===== src/hw/rtl/sgde_pkg.sv =====
`default_nettype none

package sgde_pkg;

  localparam int SampleBits     = 24;
  localparam int DipFracBitsDef = 16;
  localparam int DipBits        = 32;
  localparam int SumBits        = 32;
  localparam int NullBits       = 24;
  localparam int ThrBits        = 16;
  localparam int ModeBits       = 2;
  localparam int CfgIdxBits     = 2;
  localparam int CfgDataBits    = 24;

  localparam logic [CfgIdxBits-1:0] CfgStencilMode  = 2'd0;
  localparam logic [CfgIdxBits-1:0] CfgNullSample   = 2'd1;
  localparam logic [CfgIdxBits-1:0] CfgFlatThreshold = 2'd2;

  localparam logic [ModeBits-1:0] ModeThreePoint = 2'd0;
  localparam logic [ModeBits-1:0] ModeFivePoint  = 2'd1;

  localparam logic [1:0] AxisInline    = 2'd0;
  localparam logic [1:0] AxisCrossline = 2'd1;
  localparam logic [1:0] AxisTime      = 2'd2;

  localparam logic [1:0] RejNone = 2'd0;
  localparam logic [1:0] RejNull = 2'd1;
  localparam logic [1:0] RejFlat = 2'd2;

  localparam logic [ModeBits-1:0]        ModeRst    = ModeThreePoint;
  localparam logic signed [NullBits-1:0] NullRst    = 24'sh80_0000;
  localparam logic [ThrBits-1:0]         FlatThrRst = 16'd1;

  localparam logic [5:0] DivThree = 6'd2;
  localparam logic [5:0] DivFive  = 6'd12;
  localparam logic [5:0] DivSeven = 6'd60;

  typedef struct packed {
    logic [1:0]                   axis;
    logic signed [SampleBits-1:0] s_minus3;
    logic signed [SampleBits-1:0] s_minus2;
    logic signed [SampleBits-1:0] s_minus1;
    logic signed [SampleBits-1:0] s_plus1;
    logic signed [SampleBits-1:0] s_plus2;
    logic signed [SampleBits-1:0] s_plus3;
  } in_word_t;

  typedef struct packed {
    logic signed [DipBits-1:0] inline_dip;
    logic signed [DipBits-1:0] crossline_dip;
    logic [1:0]                reject_code;
  } out_word_t;

  typedef enum logic [2:0] {
    ST_IDLE,
    ST_SUM,
    ST_CHECK,
    ST_DIV_IL,
    ST_WAIT_IL,
    ST_DIV_XL,
    ST_WAIT_XL,
    ST_EMIT
  } ctl_state_e;

  typedef enum logic [2:0] {
    DV_IDLE,
    DV_MAG,
    DV_INIT,
    DV_ITER,
    DV_SAT
  } div_state_e;

  function automatic logic [SumBits-1:0] mag32(input logic signed [SumBits-1:0] v);
    logic [SumBits-1:0] u;
    u = v;
    return v[SumBits-1] ? (~u + SumBits'(1)) : u;
  endfunction

endpackage

`default_nettype wire


===== src/hw/rtl/sgde_div.sv =====
`default_nettype none

module sgde_div import sgde_pkg::*; #(
  parameter int DIP_FRAC_BITS = DipFracBitsDef
) (
  input  wire logic                      clk_i,
  input  wire logic                      rst_ni,
  input  wire logic                      start_i,
  input  wire logic signed [SumBits-1:0] num_i,
  input  wire logic signed [SumBits-1:0] den_i,
  output logic                           done_o,
  output logic signed [DipBits-1:0]      res_o
);

  localparam int QuoBits = 32;
  localparam int CntBits = $clog2(QuoBits);
  localparam int ShAmt   = QuoBits - DIP_FRAC_BITS;
  localparam int CmpBits = SumBits + ShAmt;

  div_state_e state_q, state_d;
  logic [CntBits-1:0] cnt_q, cnt_d;
  logic done_q, done_d;

  logic signed [SumBits-1:0] num_q, den_q;
  logic [SumBits-1:0] nmag_q, dmag_q;
  logic [SumBits-1:0] rem_q, rem_d;
  logic [QuoBits-1:0] quo_q, quo_d;
  logic neg_q, ovf_q;
  logic signed [DipBits-1:0] res_q, res_d;

  logic [SumBits:0] trial;
  logic fits;
  logic ovf_d;

  always_comb begin
    state_d = state_q;
    unique case (state_q)
      DV_IDLE: if (start_i) state_d = DV_MAG;
      DV_MAG:  state_d = DV_INIT;
      DV_INIT: state_d = ovf_d ? DV_SAT : DV_ITER;
      DV_ITER: if (cnt_q == CntBits'(QuoBits - 1)) state_d = DV_SAT;
      DV_SAT:  state_d = DV_IDLE;
      default: state_d = DV_IDLE;
    endcase
  end

  always_comb begin
    ovf_d  = CmpBits'(nmag_q) >= (CmpBits'(dmag_q) << ShAmt);
    trial  = {rem_q, quo_q[QuoBits-1]} - {1'b0, dmag_q};
    fits   = !trial[SumBits];
    rem_d  = rem_q;
    quo_d  = quo_q;
    cnt_d  = cnt_q;
    done_d = 1'b0;
    res_d  = res_q;
    unique case (state_q)
      DV_INIT: begin
        rem_d = nmag_q >> ShAmt;
        quo_d = QuoBits'(nmag_q << DIP_FRAC_BITS);
        cnt_d = '0;
      end
      DV_ITER: begin
        rem_d = fits ? trial[SumBits-1:0] : {rem_q[SumBits-2:0], quo_q[QuoBits-1]};
        quo_d = {quo_q[QuoBits-2:0], fits};
        cnt_d = cnt_q + CntBits'(1);
      end
      DV_SAT: begin
        done_d = 1'b1;
        if (neg_q) begin
          if (ovf_q || quo_q > 32'h8000_0000) res_d = 32'sh8000_0000;
          else res_d = DipBits'(~quo_q + 32'd1);
        end else begin
          if (ovf_q || quo_q[QuoBits-1]) res_d = 32'sh7FFF_FFFF;
          else res_d = DipBits'(quo_q);
        end
      end
      default: ;
    endcase
  end

  always_ff @(posedge clk_i or negedge rst_ni) begin
    if (!rst_ni) begin
      state_q <= DV_IDLE;
      cnt_q   <= '0;
      done_q  <= 1'b0;
    end else begin
      state_q <= state_d;
      cnt_q   <= cnt_d;
      done_q  <= done_d;
    end
  end

  always_ff @(posedge clk_i) begin
    if (state_q == DV_IDLE && start_i) begin
      num_q <= num_i;
      den_q <= den_i;
    end
    if (state_q == DV_MAG) begin
      nmag_q <= mag32(num_q);
      dmag_q <= mag32(den_q);
      neg_q  <= (num_q != '0) && (num_q[SumBits-1] == den_q[SumBits-1]);
    end
    if (state_q == DV_INIT) ovf_q <= ovf_d;
    rem_q <= rem_d;
    quo_q <= quo_d;
    res_q <= res_d;
  end

  assign done_o = done_q;
  assign res_o  = res_q;

endmodule

`default_nettype wire


===== src/hw/rtl/stencil_gradient_dip_estimator_unit.sv =====
// Channel | Direction | Handshake               | Word
// in      | input     | in_valid_i / in_ready_o  | in_word_i  (in_word_t)
// out     | output    | out_valid_o / out_ready_i| out_word_o (out_word_t)
// cfg     | input     | cfg_we_i                 | cfg_idx_i, cfg_data_i
//
// Inline and crossline words pass through IDLE and SUM only. A rejected time word
// goes on through CHECK to EMIT. An accepted time word runs two 32-step restoring
// divisions one after the other on the single shared divider, then EMIT. Reset is
// asynchronous, active low; inline and crossline sums, null flag and registers go
// to defaults. A finished result waits in the output register; a new word is taken
// meanwhile, and only a following time word stalls until that result is taken.
`default_nettype none

module stencil_gradient_dip_estimator_unit import sgde_pkg::*; #(
  parameter int DIP_FRAC_BITS = DipFracBitsDef
) (
  input  wire logic                   clk_i,
  input  wire logic                   rst_ni,
  input  wire logic                   in_valid_i,
  output logic                        in_ready_o,
  input  wire in_word_t               in_word_i,
  output logic                        out_valid_o,
  input  wire logic                   out_ready_i,
  output out_word_t                   out_word_o,
  input  wire logic                   cfg_we_i,
  input  wire logic [CfgIdxBits-1:0]  cfg_idx_i,
  input  wire logic [CfgDataBits-1:0] cfg_data_i
);

  localparam int AccBits = (SampleBits + 8 > 33) ? SampleBits + 8 : 33;
  localparam logic signed [AccBits-1:0] SumMax = AccBits'(64'sh7FFF_FFFF);
  localparam logic signed [AccBits-1:0] SumMin = AccBits'(-64'sh8000_0000);

  ctl_state_e state_q, state_d;

  logic [ModeBits-1:0]        mode_q;
  logic signed [NullBits-1:0] null_q;
  logic [ThrBits-1:0]         thr_q;

  logic signed [SumBits-1:0] il_sum_q, xl_sum_q, t_sum_q;
  logic null_seen_q;
  logic out_valid_q;

  in_word_t  item_q;
  out_word_t out_word_q;
  logic signed [DipBits-1:0] il_dip_q, xl_dip_q;
  logic [1:0] code_q;

  logic signed [AccBits-1:0] d1, d2, d3, acc;
  logic signed [SumBits-1:0] sum;
  logic nul;
  logic [5:0] stencil_div;
  logic [SumBits+5:0] t_scaled;
  logic [ThrBits+5:0] thr_scaled;
  logic flat;
  logic [1:0] code_d;

  logic in_fire, emit_fire, div_start, div_done;
  logic signed [SumBits-1:0] div_num;
  logic signed [DipBits-1:0] div_res;

  function automatic logic is_null(input logic signed [SampleBits-1:0] s,
                                   input logic signed [NullBits-1:0] n);
    return 32'(s) == 32'(n);
  endfunction

  // stencil sum and null test of the held word
  always_comb begin
    d1 = AccBits'(item_q.s_plus1) - AccBits'(item_q.s_minus1);
    d2 = AccBits'(item_q.s_plus2) - AccBits'(item_q.s_minus2);
    d3 = AccBits'(item_q.s_plus3) - AccBits'(item_q.s_minus3);
    nul = is_null(item_q.s_minus1, null_q) || is_null(item_q.s_plus1, null_q);
    priority case (mode_q)
      ModeThreePoint: begin
        acc = d1;
      end
      ModeFivePoint: begin
        acc = (d1 <<< 3) - d2;
        nul = nul || is_null(item_q.s_minus2, null_q) || is_null(item_q.s_plus2, null_q);
      end
      default: begin
        acc = (d1 <<< 5) + (d1 <<< 3) + (d1 <<< 2) + d1 - ((d2 <<< 3) + d2) + d3;
        nul = nul || is_null(item_q.s_minus2, null_q) || is_null(item_q.s_plus2, null_q)
                  || is_null(item_q.s_minus3, null_q) || is_null(item_q.s_plus3, null_q);
      end
    endcase
    if (acc > SumMax)      sum = SumBits'(SumMax);
    else if (acc < SumMin) sum = SumBits'(SumMin);
    else                   sum = SumBits'(acc);
  end

  // flatness and reject code
  always_comb begin
    priority case (mode_q)
      ModeThreePoint: stencil_div = DivThree;
      ModeFivePoint:  stencil_div = DivFive;
      default:        stencil_div = DivSeven;
    endcase
    t_scaled   = {mag32(t_sum_q), 6'b0};
    thr_scaled = (ThrBits+6)'(thr_q) * (ThrBits+6)'(stencil_div);
    flat       = (t_sum_q == '0) || (t_scaled < (SumBits+6)'(thr_scaled));
    if (null_seen_q) code_d = RejNull;
    else if (flat)   code_d = RejFlat;
    else             code_d = RejNone;
  end

  always_comb begin
    state_d = state_q;
    unique case (state_q)
      ST_IDLE:    if (in_valid_i) state_d = ST_SUM;
      ST_SUM:     state_d = (item_q.axis == AxisTime) ? ST_CHECK : ST_IDLE;
      ST_CHECK:   state_d = (code_d == RejNone) ? ST_DIV_IL : ST_EMIT;
      ST_DIV_IL:  state_d = ST_WAIT_IL;
      ST_WAIT_IL: if (div_done) state_d = ST_DIV_XL;
      ST_DIV_XL:  state_d = ST_WAIT_XL;
      ST_WAIT_XL: if (div_done) state_d = ST_EMIT;
      ST_EMIT:    if (!out_valid_q || out_ready_i) state_d = ST_IDLE;
      default:    state_d = ST_IDLE;
    endcase
  end

  always_comb begin
    in_ready_o = (state_q == ST_IDLE);
    in_fire    = in_ready_o && in_valid_i;
    div_start  = (state_q == ST_DIV_IL) || (state_q == ST_DIV_XL);
    div_num    = (state_q == ST_DIV_XL) ? xl_sum_q : il_sum_q;
    emit_fire  = (state_q == ST_EMIT) && (!out_valid_q || out_ready_i);
  end

  sgde_div #(
    .DIP_FRAC_BITS(DIP_FRAC_BITS)
  ) u_div (
    .clk_i   (clk_i),
    .rst_ni  (rst_ni),
    .start_i (div_start),
    .num_i   (div_num),
    .den_i   (t_sum_q),
    .done_o  (div_done),
    .res_o   (div_res)
  );

  always_ff @(posedge clk_i or negedge rst_ni) begin
    if (!rst_ni) begin
      state_q     <= ST_IDLE;
      mode_q      <= ModeRst;
      null_q      <= NullRst;
      thr_q       <= FlatThrRst;
      il_sum_q    <= '0;
      xl_sum_q    <= '0;
      null_seen_q <= 1'b0;
      out_valid_q <= 1'b0;
    end else begin
      state_q <= state_d;
      if (cfg_we_i) begin
        unique case (cfg_idx_i)
          CfgStencilMode:   mode_q <= cfg_data_i[ModeBits-1:0];
          CfgNullSample:    null_q <= cfg_data_i[NullBits-1:0];
          CfgFlatThreshold: thr_q  <= cfg_data_i[ThrBits-1:0];
          default: ;
        endcase
      end
      if (state_q == ST_SUM) begin
        unique case (item_q.axis)
          AxisInline: begin
            il_sum_q    <= sum;
            null_seen_q <= nul;
          end
          AxisCrossline: begin
            xl_sum_q    <= sum;
            null_seen_q <= null_seen_q || nul;
          end
          AxisTime: null_seen_q <= null_seen_q || nul;
          default: ;
        endcase
      end
      if (emit_fire) begin
        il_sum_q    <= '0;
        xl_sum_q    <= '0;
        null_seen_q <= 1'b0;
        out_valid_q <= 1'b1;
      end else if (out_ready_i) begin
        out_valid_q <= 1'b0;
      end
    end
  end

  always_ff @(posedge clk_i) begin
    if (in_fire) item_q <= in_word_i;
    if (state_q == ST_SUM && item_q.axis == AxisTime) t_sum_q <= sum;
    if (state_q == ST_CHECK) begin
      code_q   <= code_d;
      il_dip_q <= '0;
      xl_dip_q <= '0;
    end
    if (state_q == ST_WAIT_IL && div_done) il_dip_q <= div_res;
    if (state_q == ST_WAIT_XL && div_done) xl_dip_q <= div_res;
    if (emit_fire) begin
      out_word_q.inline_dip    <= il_dip_q;
      out_word_q.crossline_dip <= xl_dip_q;
      out_word_q.reject_code   <= code_q;
    end
  end

  assign out_valid_o = out_valid_q;
  assign out_word_o  = out_word_q;

  assert property (@(posedge clk_i) disable iff (!rst_ni)
    $rose(out_valid_q) |-> $past(state_q == ST_EMIT))
    else $error("result appeared outside emit");

  assert property (@(posedge clk_i) disable iff (!rst_ni)
    out_valid_o && (out_word_o.reject_code != RejNone) |->
      (out_word_o.inline_dip == '0) && (out_word_o.crossline_dip == '0))
    else $error("rejected result carries nonzero dip");

  assert property (@(posedge clk_i) disable iff (!rst_ni)
    div_done |-> (state_q == ST_WAIT_IL) || (state_q == ST_WAIT_XL))
    else $error("divider finished while not awaited");

  assert property (@(posedge clk_i) disable iff (!rst_ni)
    emit_fire |=> (il_sum_q == '0) && (xl_sum_q == '0) && !null_seen_q
                  && (state_q == ST_IDLE))
    else $error("voxel state not cleared after emit");

endmodule

`default_nettype wire


===== config.mk =====
export PLATFORM = sky130hd
export DESIGN_NAME = stencil_gradient_dip_estimator_unit
export DESIGN_NICKNAME = d
export VERILOG_FILES = /design/src/hw/rtl/sgde_pkg.sv /design/src/hw/rtl/sgde_div.sv /design/src/hw/rtl/stencil_gradient_dip_estimator_unit.sv
export SDC_FILE = /design/constraint.sdc
export NUM_CORES = 2
export LEC_CHECK = 0
export ABC_AREA = 1
export BUFFER_PORTS_ARGS = -buffer_cell sky130_fd_sc_hd__buf_4
export CAP_MARGIN = 25
export CORE_MARGIN = 2
export CORE_UTILIZATION = 30
export DETAILED_ROUTE_END_ITERATION = 16
export HOLD_SLACK_MARGIN = 0.06
export PLACE_DENSITY = 0.47
export SYNTH_ARGS = -nofsm -noshare
export SYNTH_HDL_FRONTEND = slang
export SYNTH_SLANG_ARGS = --single-unit

===== constraint.sdc =====
create_clock -name clk_i -period 19.9 [get_ports clk_i]
set_input_delay 3.98 -clock clk_i [delete_from_list [all_inputs] [get_ports clk_i]]
set_output_delay 3.98 -clock clk_i [all_outputs]
set_load 0.05 [all_outputs]

==> impl_metrics.csv <==
group,metric,value,unit
outcome,status,"finished clean",
floorplanning,coreArea,0.143,mm^2
global_routing,grt_max_degree,78,
timing,setup_viol,0,
critical_path,startpoint,"item_q[54]",
clocking,cts_setup_buffers,0,
clocking,numCtsBuffers,75,
drt,first_pass_iters,5,
timing,fin_crit_sh,40.5,%
layout,nFillCells,14841,
timing,fmax,124,MHz
timing,finalHoldViolCount,0,
drt,drt_iter0_drc,2028,
logic_synthesis,synth_area,0.0432,mm^2
critical_path,critPathKind,"register to register",
global_routing,grt_pass1_vias,32672,
clocking,cts_tree,"done",
global_routing,antenna_found_initial,0,
floorplanning,boundaryPins,245,
critical_path,path_delay_family,"adder cells",
drt,routedWlPerCell,18.1,um
drt,routed_wl,124000,um
critical_path,worst_setup_path_start_kind,"register",
logic_synthesis,synth_flop_cell,"edfxtp_1",
global_routing,track_usage,17.0,%
layout,regArea,0.0191,mm^2
clocking,cts.clk_slew.worst_paths,0.06,ns
clocking,cts-root-buf,"clkbuf_16",
layout,top_register,"item_q",
critical_path,critPathRequiredTime,20.24,ns
logic_synthesis,yosys_warnings,0,
critical_path,cp_max_fo,49,
critical_path,crit_buf_inv,4,
run,maxCapViolCount,0,
clocking,cts_resized,0,
layout,nNetsFinal,5493,
worst_hold_path,hp-start,"xl_dip_q[5]",
clocking,clock_latency,0.69,ns
global_routing,grt_pass1_wl,192000,um
timing,maxSlewHeadroom,33.4,%
layout,diodes,0,
placement,dp_hpwl,99100,um
logic_synthesis,synth-edff-count,536,
clocking,cts_hold_buf,0,
global_routing,grt-ovfl-total,0,
clocking,clock-sinks,656,
critical_path,cpPeakStageDelay,0.67,ns
drt,drc_errors,0,
drt,ant_nets,0,
critical_path,crit_arrival,8.40,ns
logic_synthesis,ys_seq_elements,656,
logic_synthesis,syn_area_per_cell,9.30,um^2
floorplanning,fp.dieH,384,um
timing,fin_tns_setup,0,ns
logic_synthesis,async_reset_ff_share,18.3,%
drt,viasPerCell,4.60,
critical_path,crit_path_top_delay_cell,"xnor2_1",
logic_synthesis,netlist_instances,4647,
floorplanning,dieArea,0.147,mm^2
timing,clock_skew,0.0631,ns
logic_synthesis,yosysUniqueCellTypes,70,
placement,io_buffers,244,
timing,min_period,8.06,ns
placement,gp_congestion,0.896,
timing,tightest_slew,0.996,ns
critical_path,cp-end-kind,"register",
clocking,cts_buffer_depth,3,
layout,drive_above_1_share,10.3,%
logic_synthesis,synth_seq_area_share,44.2,%
timing,finalMaxSlewViolations,0,
floorplanning,std_cell_rows,139,
floorplanning,start_util,30.2,%
drt,vias,31485,
critical_path,r2r-start,"item_q[54]",
layout,syn_to_final_growth,15.3,%
floorplanning,die_w,384,um
logic_synthesis,synth_nets,5254,
clocking,htreeDepth,3,
timing,rsz0062_at_grt,"no",
layout,largest_register_ffs,146,
worst_hold_path,hold_path_class,"register to register",
layout,multi_input_area,0.0207,mm^2
==> per-stage QoR <==
step                instance area [um^2]  hold WS, ns  util [%]  setup WS, ns  instances
detailed placement                 47300        0.405      33.0         11.90       6712
CTS                                49800        0.418      34.8         11.82       6851
floorplan                          43200        0.400         -          9.22       4647
finish                             49800        0.417      34.8         11.84       6851
global placement                   47300        0.401      33.0         12.02       6712
global route                       49800        0.426      34.8         11.18       6851
==> Yosys cell counts, drive strengths merged, types with 3 or more instances <==
library cell  number  area [um^2]
o21a               5         37.5
o31ai              8         60.1
or2               22          138
and3               3         18.8
o21ai            258         1330
nand4             82          513
o211ai            25          188
a21o              11         82.6
a31oi             22          138
a31o               3         26.3
nand2            972         3740
clkbuf            87          327
o221ai            12          105
buf               32          181
a2111oi            3         26.3
fa               192         3840
inv              799         3000
a21boi            13         97.6
a21oi            218         1090
mux2               4         45.0
a221oi            11         96.3
o22ai             11         68.8
nor2             327         1270
xnor2             92          806
nor3b              4         30.0
o21bai            25          188
nor3              57          295
clkinv             3         11.3
o2111ai            3         26.3
xor2             229         2010
ha               238         2980
nor4              41          272
nand3            151          841
dfrtp            118         2950
edfxtp           536        16100
nand3b             8         60.1
and2               3         18.8
==> worst reg2reg max path, delay by kind of cell (launching register included) <==
family	cells	cell delay, ns
xor+xnor	1	0.67
simple gates	10	2.08
buf+inv	4	0.36
fa+ha+maj	6	2.86
compound gates	5	1.35
flops	1	0.41
==> final timing paths <==
check | slack (ns) | to | cells past startpoint
min in group asynchronous | 3.30 | thr_q[1] | 1
min reg2reg | 0.42 | out_word_o[7] | 0
max | 11.84 | t_sum_q[29] | 26
max reg2reg | 11.84 | t_sum_q[29] | 26
max in group asynchronous | 15.16 | il_sum_q[26] | 2
min | 0.42 | out_word_o[7] | 0
==> cell type report <==
type / instances / area share, %
clock buffer: 98 / 4.06
clock inverter: 41 / 1.03
inverter: 802 / 6.05
multi-input combinational: 3070 / 41.5
sequential: 656 / 38.3
tap: 1903 / 4.78
timing repair buffer: 281 / 4.24
==> per-layer routing <==
layer	vias to the layer above	track usage (%)	share of wire [%]
met5	-	0	0
met4	0	6.22	3.8
met3	180	2.19	3.3
met2	610	30.3	50
met1	14987	21.0	43
li1	15708	-	-
==> kinds of logic (layout without fill, tap and decap cells) <==
| logic type | Yosys count | count (layout) | share of synthesized area (%) |
|---|---|---|---|
| AND/OR/NAND/NOR | 1673 | 1673 | 16.7 |
| buffers and inverters | 921 | 1222 | 8.15 |
| flip-flops | 656 | 656 | 44.2 |
| AO/OA/AOI/OAI | 642 | 642 | 8.53 |
| adder cells (fa/ha/maj) | 430 | 430 | 15.8 |
| XOR/XNOR | 321 | 321 | 6.51 |
| multiplexers | 4 | 4 | 0.104 |
==> layout by cell type (no fill, tap or decap), types with 13 or more instances in the layout <==
master and instances:
o21ai_0 221, or2_2 21, nand4_1 82, xor2_1 228, o211ai_1 25, o21ai_1 26, ha_1 238, nand3_2 13
o21bai_1 25, inv_1 789, nor3_1 54, nand2_1 943, a31oi_1 22, nand2_2 26, nor4_1 40, clkbuf_16 75
dfrtp_1 118, edfxtp_1 536, a21oi_1 218, nor2_1 312, nand3_1 136, xnor2_1 92, clkbuf_1 17, fa_1 192
buf_4 280
Power is left out: the tool's default activity adds up to more than one toggle a clock period on the data nets, which glitch-free logic cannot reach.
